--- config.mk ---
export PLATFORM = sky130hd
export DESIGN_NAME = sbm_cell
export DESIGN_NICKNAME = d
export VERILOG_FILES = /design/src/sv/sbm_pkg.sv /design/src/sv/sbm_cell.sv
export SDC_FILE = /design/constraint.sdc
export NUM_CORES = 1
export LEC_CHECK = 0
export ABC_AREA = 1
export BUFFER_PORTS_ARGS = -buffer_cell sky130_fd_sc_hd__buf_2
export CAP_MARGIN = 25
export CORE_AREA = 2 2 168 170
export DETAILED_ROUTE_END_ITERATION = 7
export DIE_AREA = 0 0 170 172
export PLACE_DENSITY_LB_ADDON = 0.3
export SLEW_MARGIN = 20
export SYNTH_ARGS = -nofsm -noshare
export SYNTH_HDL_FRONTEND = slang
export SYNTH_SLANG_ARGS = --single-unit
--- constraint.sdc ---
create_clock -name clock -period 13.1 [get_ports clock]
set_input_delay 2.62 -clock clock [delete_from_list [all_inputs] [get_ports clock]]
set_output_delay 2.62 -clock clock [all_outputs]
set_load 0.05 [all_outputs]
--- src/sv/sbm_pkg.sv ---
// ----------------------------------------------------------------------------
// sbm_pkg: shared types for the sorted button map table
// Beat payloads, entry layout, status codes and the cell command group.
// ----------------------------------------------------------------------------
package sbm_pkg;

   localparam int CAPACITY_DEFAULT = 64;

   typedef enum logic {
      FUNC_SEARCH = 1'b0,
      FUNC_INSERT = 1'b1
   } func_type;

   typedef enum logic [2:0] {
      STATUS_OK        = 3'd0,
      STATUS_BAD_KEY   = 3'd1,
      STATUS_ZERO_DEST = 3'd2,
      STATUS_BAD_POS   = 3'd3,
      STATUS_FULL      = 3'd4
   } status_type;

   typedef enum logic [1:0] {
      MODE_SEARCH = 2'd0,
      MODE_AUTO   = 2'd1,
      MODE_GIVEN  = 2'd2
   } mode_type;

   typedef enum logic [1:0] {
      ST_IDLE   = 2'd0,
      ST_EVAL   = 2'd1,
      ST_COMMIT = 2'd2
   } state_type;

   typedef struct packed {
      func_type           func;
      logic [30:0]        key;
      logic signed [7:0]  position;
      logic signed [31:0] range_a;
      logic signed [31:0] range_b;
      logic signed [31:0] dest_id;
   } req_type;

   typedef struct packed {
      status_type  status;
      logic        found;
      logic [6:0]  index;
      logic [6:0]  entry_count;
   } rsp_type;

   typedef struct packed {
      logic [30:0]        key;
      logic signed [31:0] low;
      logic signed [31:0] high;
      logic signed [31:0] dest;
   } entry_type;

   // broadcast to every cell
   typedef struct packed {
      mode_type    mode;
      logic [30:0] key;
      logic        cmp_en;
      logic        commit;
   } cell_cmd_type;

endpackage

--- src/sv/sbm_cell.sv ---
// ----------------------------------------------------------------------------
// sbm_cell: one slot of the sorted table
// Holds one entry, registers its compare flags against the broadcast key and
// either takes its lower neighbor's entry or the new entry on commit.
// ----------------------------------------------------------------------------
module sbm_cell #(
   parameter int IDX = 0,
   parameter int CW  = 7
) (
   input  logic                  clock,
   input  sbm_pkg::cell_cmd_type cmd,
   input  logic [CW-1:0]         count,
   input  logic [CW-1:0]         pos,
   input  sbm_pkg::entry_type    new_entry,
   input  sbm_pkg::entry_type    prev_entry,
   input  logic                  prev_after,
   output logic                  after,
   output logic                  first,
   output logic                  hit,
   output logic                  bad,
   output sbm_pkg::entry_type    entry
);

   logic               lt_ff, lt_in;
   logic               le_ff, le_in;
   sbm_pkg::entry_type entry_ff, entry_in;
   logic               occupied;

   assign occupied = CW'(IDX) < count;

   always_comb begin
      lt_in = lt_ff;
      le_in = le_ff;
      if (cmd.cmp_en) begin
         lt_in = occupied && (entry_ff.key < cmd.key);
         le_in = occupied && (entry_ff.key <= cmd.key);
      end
   end

   // after: this slot sits at or above the chosen position
   always_comb begin
      unique case (cmd.mode)
         sbm_pkg::MODE_SEARCH: after = !lt_ff;
         sbm_pkg::MODE_AUTO:   after = !le_ff;
         sbm_pkg::MODE_GIVEN:  after = CW'(IDX) >= pos;
         default:              after = 1'b0;
      endcase
   end

   assign first = after && !prev_after;
   assign hit   = first && le_ff;
   assign bad   = (cmd.mode == sbm_pkg::MODE_GIVEN) &&
                  (((CW'(IDX + 1) == pos) && !le_ff) || ((CW'(IDX) == pos) && lt_ff));

   always_comb begin
      entry_in = entry_ff;
      if (cmd.commit) begin
         if (first) begin
            entry_in = new_entry;
         end else if (prev_after && (CW'(IDX) <= count)) begin
            entry_in = prev_entry;
         end
      end
   end

   always_ff @(posedge clock) begin
      lt_ff    <= lt_in;
      le_ff    <= le_in;
      entry_ff <= entry_in;
   end

   assign entry = entry_ff;

endmodule

**After elaboration in Yosys (flattened, before gate mapping)**

Index checks and enable logic that the tools add are counted.

- Add/sub/neg operators: 0
- Multiply operators: 0
- Divide/modulo/power cells: 0
- Magnitude comparators: 5
- Equality and inequality tests: 3
- Shift operators: 0
- Multiplexer cells: 3
- Bitwise gates (word level): 0
- Reductions and logical operators: 16

Operators by type and width:

| kind | count |
|---|---|
| 2-to-1 mux 127 bit | 2 |
| less-or-equal comparator 31 bit | 1 |
| less-than comparator 31 bit | 1 |
| logical AND 1 bit | 8 |
| equality test 1 x 7 -> 1 bit, first input constant | 1 |
| greater-or-equal comparator 1 x 7 -> 1 bit, first input constant | 1 |
| less-or-equal comparator 1 x 7 -> 1 bit, first input constant | 1 |
| zero test 7 bit | 1 |
| less-than comparator 1 x 7 -> 1 bit, first input constant | 1 |
| zero test 1 bit | 3 |
| one-hot mux 1 bit (3 select lines) | 1 |
| equality test 2 x 1 -> 1 bit, second input constant | 1 |
| equality test 2 bit, second input constant | 1 |
| zero test 2 bit | 1 |
| AND reduction 2 bit | 1 |
| nonzero test 2 bit | 1 |
| logical OR 1 bit | 1 |

- Register bits: 129
- Latch bits: 0
- RAM bits: 0
- Memory bits (read-only): 0
- Bits of input ports: 305
- Output and inout port bits: 131
- Logic and storage cells: 33
- Memories: 0

**Depth between registers and ports, before layout**

Gate-level depths: netlist of the first run.

- Word-level depth: 5
- Mapped depth: 12
- Depth with buffers taken out: 12

**Least setup slack after synthesis of the first run**

OpenSTA, ideal clock, no wires.

- Path type: input to output
- Start: in pos[4]
- End: out hit
- Arrival time: 4547 ps
- Required time: 10480 ps
- Slack: 5933 ps
- Stages: 7
- Path buffers: 2
- Cell sequence: nor3_2 > nand2_1 > o21ai_2 > nand2_1 > buf_2 > buf_2 > nor2_1

- Cells in the longest elaborated chain, start to end: 4

Ends and longest elaborated chain:

| element | line | text |
|---|---|---|
| start, declared | sbm_cell.sv:13 | `input logic [CW-1:0] pos,` |
| greater-or-equal comparator 1 x 7 -> 1 bit | sbm_cell.sv:45 | `sbm_pkg::MODE_GIVEN: after = CW'(IDX) >= pos;` |
| one-hot mux 1 bit (3 select lines) | sbm_cell.sv:42 | `unique case (cmd.mode)` |
| named net after | sbm_cell.sv:17 | `output logic after,` |
| logical AND 1 bit | sbm_cell.sv:50 | `assign first = after && !prev_after;` |
| logical AND 1 bit | sbm_cell.sv:51 | `assign hit = first && le_ff;` |
| end, declared | sbm_cell.sv:19 | `output logic hit,` |

The timed path passes the listed nets, and every way through them passes these cells.

**Final worst setup path of the first run**

- Start: in pos[2]
- End: out first

- Cells in the longest elaborated chain, start to end: 3

Ends and longest elaborated chain:

| element | line | text |
|---|---|---|
| greater-or-equal comparator 1 x 7 -> 1 bit | sbm_cell.sv:45 |  |
| one-hot mux 1 bit (3 select lines) | sbm_cell.sv:42 |  |
| logical AND 1 bit | sbm_cell.sv:50 |  |
| end, declared | sbm_cell.sv:18 | `output logic first,` |

Every way passes these cells.

==> results of run 1 <==
[Yosys cell counts]
cell / number
nand2_1: 434
edfxtp_1: 129
inv_1: 58
ha_1: 31
nor2_1: 18
buf_2: 14
buf_4: 14
a21oi_1: 10
nand3_1: 4
nand4_1: 3
o21ai_0: 3
a21o_1: 1
inv_2: 1
nor3_1: 1
nor3_2: 1
o21ai_2: 1
o21bai_1: 1
[critical path: cells and delay by family]
kind                   cells  cell delay, ps
AO/OA/AOI/OAI              1             250
buffers and inverters      3            1070
AND/OR/NAND/NOR            3             740
[area by class of cell]
class                      instances  area, µm²  area share
clock inverter                    14        176      0.0184
timing repair buffer             438       2200       0.230
inverter                          59        229      0.0239
multi-input combinational        508       2230       0.233
sequential                       129       3870       0.405
clock buffer                      17        425      0.0444
tap                              346        433      0.0452
[report_power, final]
part	total [mW]	leakage, nW	switching, mW	internal (mW)
Sequential	0.502	1.23	0.00933	0.493
Combinational	0.259	3.56	0.182	0.0769
Clock	0.498	0.291	0.196	0.302
Total	1.26	5.08	0.387	0.872
[per-layer routing]
metal / vias up / GRT usage / part of all wire / routed length [µm]
met4: 0 / 0.0390 / 0.014 / 299
met5: - / 0 / 0 / 0
li1: 3146 / - / - / -
met1: 2646 / 0.151 / 0.39 / 8270
met3: 18 / 0.0430 / 0.082 / 1750
met2: 261 / 0.264 / 0.52 / 11100
[state kept, by name, summed over array words and instances (netlist names)]
name and cells:
entry 127, le_ff 1, lt_ff 1
[kinds of logic after synthesis]
family                   Yosys count  synth area share
flip-flops                       129             0.596
AND/OR/NAND/NOR                  461             0.269
buffers and inverters             87            0.0610
AO/OA/AOI/OAI                     16            0.0137
adder cells (fa/ha/maj)           31            0.0597
[through the flow]
| stage | hold slack, ps | power [mW] | setup slack (ps) | instances | area (µm²) |
|---|---|---|---|---|---|
| after floorplan | 1190 | 0.681 | 5930 | 724 | 6500 |
| final | 956 | 1.26 | 5750 | 1511 | 9570 |
| after detailed placement | 952 | 0.775 | 5650 | 1480 | 8970 |
| after CTS | 966 | 1.28 | 5650 | 1511 | 9570 |
| after global routing | 1030 | 1.32 | 5560 | 1511 | 9570 |
| after global placement | 943 | 0.772 | 5690 | 1480 | 8970 |
[how the worst min path moves through the flow]
stage                                     from  slack [ps]                  to  cells past startpoint
after floorplan                le_ff$_DFFE_PP_        1190  entry[0]$_DFFE_PP_                      7
after global placement    entry[124]$_DFFE_PP_         940     lt_ff$_DFFE_PP_                      6
after detailed placement  entry[124]$_DFFE_PP_         950     lt_ff$_DFFE_PP_                      6
after CTS                 entry[124]$_DFFE_PP_         970     lt_ff$_DFFE_PP_                      6
after global routing      entry[124]$_DFFE_PP_        1030     lt_ff$_DFFE_PP_                      6
final                     entry[124]$_DFFE_PP_         960     lt_ff$_DFFE_PP_                      6
==> results.cfg, run 1 <==
[timing]
tns_ps = 0
finalCritPeriodShare = 0.561
skew_ps = 11.0
clock.fmax_mhz = 136
tightestPinTransition_ps = 892
hold_viol_final = 0
drv_slew = 0
rsz0062_at_grt = false
period_minus_slack_ps = 7350
slew_headroom = 0.405
setup_viol_count_final = 0

[setup_path]
crit_type = input port to primary output
crit_path_end_kind = primary output
critPathMaxFanout = 57
crit_path_end = first
slowest_delay_ps = 610
crit_required_ps = 10480
cp_common_cell = buf_2
cp_slowest_cell = inv_4
cp_data_arrival_time_ps = 4730
rrSetupSlack_ps = 10090
rr_worst_depth = 8
worstPathCellList = buf_2 -> nor2_1 -> nand3_1 -> o21ai_2 -> nand2_4 -> inv_4 -> buf_2
timing.rr.start = le_ff$_DFFE_PP_
startpoint_type = input port
cp-startpoint = pos[2]
r2r-end = entry[57]$_DFFE_PP_

[drt]
antenna_left = 0
wl_per_cell_um = 14.2
routed_wl_mm = 21.4
drtPass1Iterations = 4
vias = 6071
avgViaCountPerCell = 4.02
drtIter0Drc = 173
drc = 0

[floorplanning]
start_util = 0.236
core_area_um2 = 27500
die_h_um = 172
dieArea_um2 = 29200
row_count = 61
die_w_um = 170
io_pins = 436

[synth]
synth.distinct_cells = 17
synthesis.nets = 1060
avgSynthCellArea_um2 = 8.97
ys_seq_elements = 129
syn-cell-area_um2 = 6500
synth_top_area_frac = 0.596
yosysTopAreaCell = edfxtp_1
syn_inst = 724
synth_area_leaders = edfxtp_1, nand2_1, ha_1, inv_1, buf_4
ys_seq_area_frac = 0.596
yosys_warnings = 0

[placed_design]
dp_hpwl_mm = 16.7
port_buffers = 435
finalWeightedCongestion = 0.778

[clock_network]
ctsLongestPathBuffers = 2
numCtsBuffers = 17
root_buffer = clkbuf_16
cts.repair.resized = 0
htree_levels = 4
path_clk_slew_ps = 60
clkSinkCount = 129
postCtsHoldBufs = 0
cts_setup_buffers = 0
cts_tree = done
worstSkewPairLatency_ps = 410

[power]
total_leakage_power_nw = 5.08
ir_worst_vdd_mv = 0.0641
powerDensity_nw_per_um2 = 132

[grt]
grt_pass1_wl_mm = 30.8
grt_remaining_overflow = 0
grtUsageTotal = 0.140
antenna_found_initial = 0
grt_pass1_vias = 5893
grt_max_degree = 77

[finish]
final_core_util = 0.348
nFillCells = 2950
mostFrequentLayoutCells = buf_2, nand2_1, edfxtp_1
layout-drive-gt1-share = 0.407
num_antenna_cells = 0
num-nets-final = 1489
area_growth_pct = 47.3
layout_commonest_cell = buf_2

[run_status]
outcome = finished, final reports clean

[min_path]
hold_class = register to register

[flow_run]
max_cap_viol_count = 0
Note: power is estimated with default switching activity, not from simulation.
==> run 2, diff against run 1 <==
--- a/config.mk
+++ b/config.mk
@@ -8,9 +8,9 @@
 export ABC_AREA = 1
 export BUFFER_PORTS_ARGS = -buffer_cell sky130_fd_sc_hd__buf_2
 export CAP_MARGIN = 25
-export CORE_AREA = 2 2 168 170
+export CORE_AREA = 2 2 169 171
 export DETAILED_ROUTE_END_ITERATION = 7
-export DIE_AREA = 0 0 170 172
+export DIE_AREA = 0 0 171 173
 export PLACE_DENSITY_LB_ADDON = 0.3
 export SLEW_MARGIN = 20
 export SYNTH_ARGS = -nofsm -noshare
==> constraint.sdc (replaced) <==
create_clock -name clock -period 6.6 [get_ports clock]
set_input_delay 1.32 -clock clock [delete_from_list [all_inputs] [get_ports clock]]
set_output_delay 1.32 -clock clock [all_outputs]
set_load 0.05 [all_outputs]
==> run 2 against run 1 <==
- global-route usage grew 1.3 points
- combinational power up 100%
- sequential share of layout area shrank 0.18 points
- highest routed layer is now met5
- register-to-register slack lost 6400 ps
- first-iteration DRC count grew 39%
==> results.cfg, run 2 (synthesized netlist as in run 1, its figures left out) <==
[setup_path]
crit_required_ps = 5280
worstPathCellList = buf_2 -> nor3_2 -> nand2_1 -> o21ai_2 -> nand2_4 -> inv_4 -> buf_2
cp_common_cell = buf_2
critPathTopFamily = buffers and inverters
crit_type = input port to primary output
slowest_delay_ps = 560
critical_path_buf_inv_count = 3
cp_data_arrival_time_ps = 3270
critPathMaxFanout = 55
startpoint_type = input port
crit_path_end_kind = primary output
cp_slowest_cell = inv_4

[clock_network]
root_buffer = clkbuf_16
path_clk_slew_ps = 60
htree_levels = 4
numCtsBuffers = 17
clkSinkCount = 129
cts_setup_buffers = 0
postCtsHoldBufs = 0
ctsLongestPathBuffers = 2
cts.repair.resized = 0
cts_tree = done
worstSkewPairLatency_ps = 420

[floorplanning]
start_util = 0.235
dieArea_um2 = 29600
die_h_um = 173
row_count = 61
die_w_um = 171
core_area_um2 = 27600
io_pins = 436

[power]
total_leakage_power_nw = 5.08
powerDensity_nw_per_um2 = 260
ir_worst_vdd_mv = 0.107
p_total_mw = 2.50

[run_status]
outcome = finished, final reports clean

[placed_design]
finalWeightedCongestion = 0.806
postPlaceCellArea_um2 = 9010
dp_hpwl_mm = 18.0
pre_cts_ws_ps = 1930
port_buffers = 435

[finish]
largest_reg_flops = 127
area_growth_pct = 48.0
layout_commonest_cell = buf_2
num-nets-final = 1489
layout-drive-gt1-share = 0.407
mostFrequentLayoutCells = buf_2, nand2_1, edfxtp_1
nFillCells = 2953
stdcell_area_um2 = 9610

[timing]
period_minus_slack_ps = 4590
clock.fmax_mhz = 218
skew_ps = 19.4
drv_slew = 0
finalCritPeriodShare = 0.695
fin_ws_ps = 2010
tns_ps = 0
hold_viol_final = 0
setup_viol_count_final = 0
tightestPinTransition_ps = 902
rsz0062_at_grt = false
slew_headroom = 0.399

[drt]
drtPass1Iterations = 5
wl_per_cell_um = 15.0
vias = 6277
antenna_left = 0
drtIter0Drc = 241
routed_wl_mm = 23.2
avgViaCountPerCell = 4.06
drc = 0

[min_path]
hold_class = register to register

[grt]
grt_max_degree = 95
grt_pass1_vias = 6296
antenna_found_initial = 5
grt_pass1_wl_mm = 34.2
grt_remaining_overflow = 0
grtUsageTotal = 0.153

[flow_run]
max_cap_viol_count = 0
run 2: changes by cell type in the layout (fill, tap and decap cells not counted):
| cell | previous run | this run |
|---|---|---|
| bufinv_16 | 3 | 2 |
| clkinv_2 | 2 | 0 |
| inv_8 | 0 | 4 |
| clkinv_4 | 1 | 3 |
| inv_6 | 7 | 4 |
| clkbuf_1 | 0 | 1 |
| diode_2 | 0 | 1 |
run 2: path summary, 6_finish.rpt:
| kind | from | to | slack, ps | depth (start not counted) |
|---|---|---|---|---|
| setup / recovery | pos[4] | first | 2010 | 7 |
| hold / removal | entry[124]$_DFFE_PP_ | lt_ff$_DFFE_PP_ | 1000 | 6 |
| setup reg to reg | le_ff$_DFFE_PP_ | entry[62]$_DFFE_PP_ | 3650 | 8 |
| hold reg to reg | entry[124]$_DFFE_PP_ | lt_ff$_DFFE_PP_ | 1000 | 6 |
run 2: final cells by class:
| class | count | area (µm²) | share of cell area |
|---|---|---|---|
| Clock inverter | 14 | 173 | 0.0180 |
| Timing Repair Buffer | 438 | 2200 | 0.229 |
| Sequential cell | 129 | 3870 | 0.403 |
| Clock buffer | 18 | 429 | 0.0446 |
| Multi-Input combinational cell | 508 | 2230 | 0.232 |
| Antenna cell | 1 | 2.50 | 0.000260 |
| Inverter | 59 | 229 | 0.0238 |
| Tap cell | 378 | 473 | 0.0492 |
run 2: through the flow:
stage               hold WS (ps)  utilization  cells
CTS                         1020        0.348   1544
floorplan                   1190            -    724
finish                       997        0.348   1545
global route                1090        0.348   1545
global placement            1000        0.326   1512
detailed placement          1010        0.326   1512
run 2: per-layer routing:
layer	up-vias	part of all wire	track usage
met5	-	0.0012	0
met2	277	0.53	0.292
li1	3153	-	-
met4	6	0.014	0.0420
met1	2819	0.36	0.151
met3	22	0.092	0.0595
run 2: power breakdown:
part	switching (mW)	internal (mW)
logic	0.367	0.153
clock network	0.413	0.573
registers	0.0188	0.978
total	0.799	1.70
run 2: tightest hold or removal path: stages (launching register included):
cell and delay, ps:
edfxtp_1 370, ha_1 160, o21bai_1 80, nand3_1 80
nor2_1 40, nand2_1 60, inv_1 40
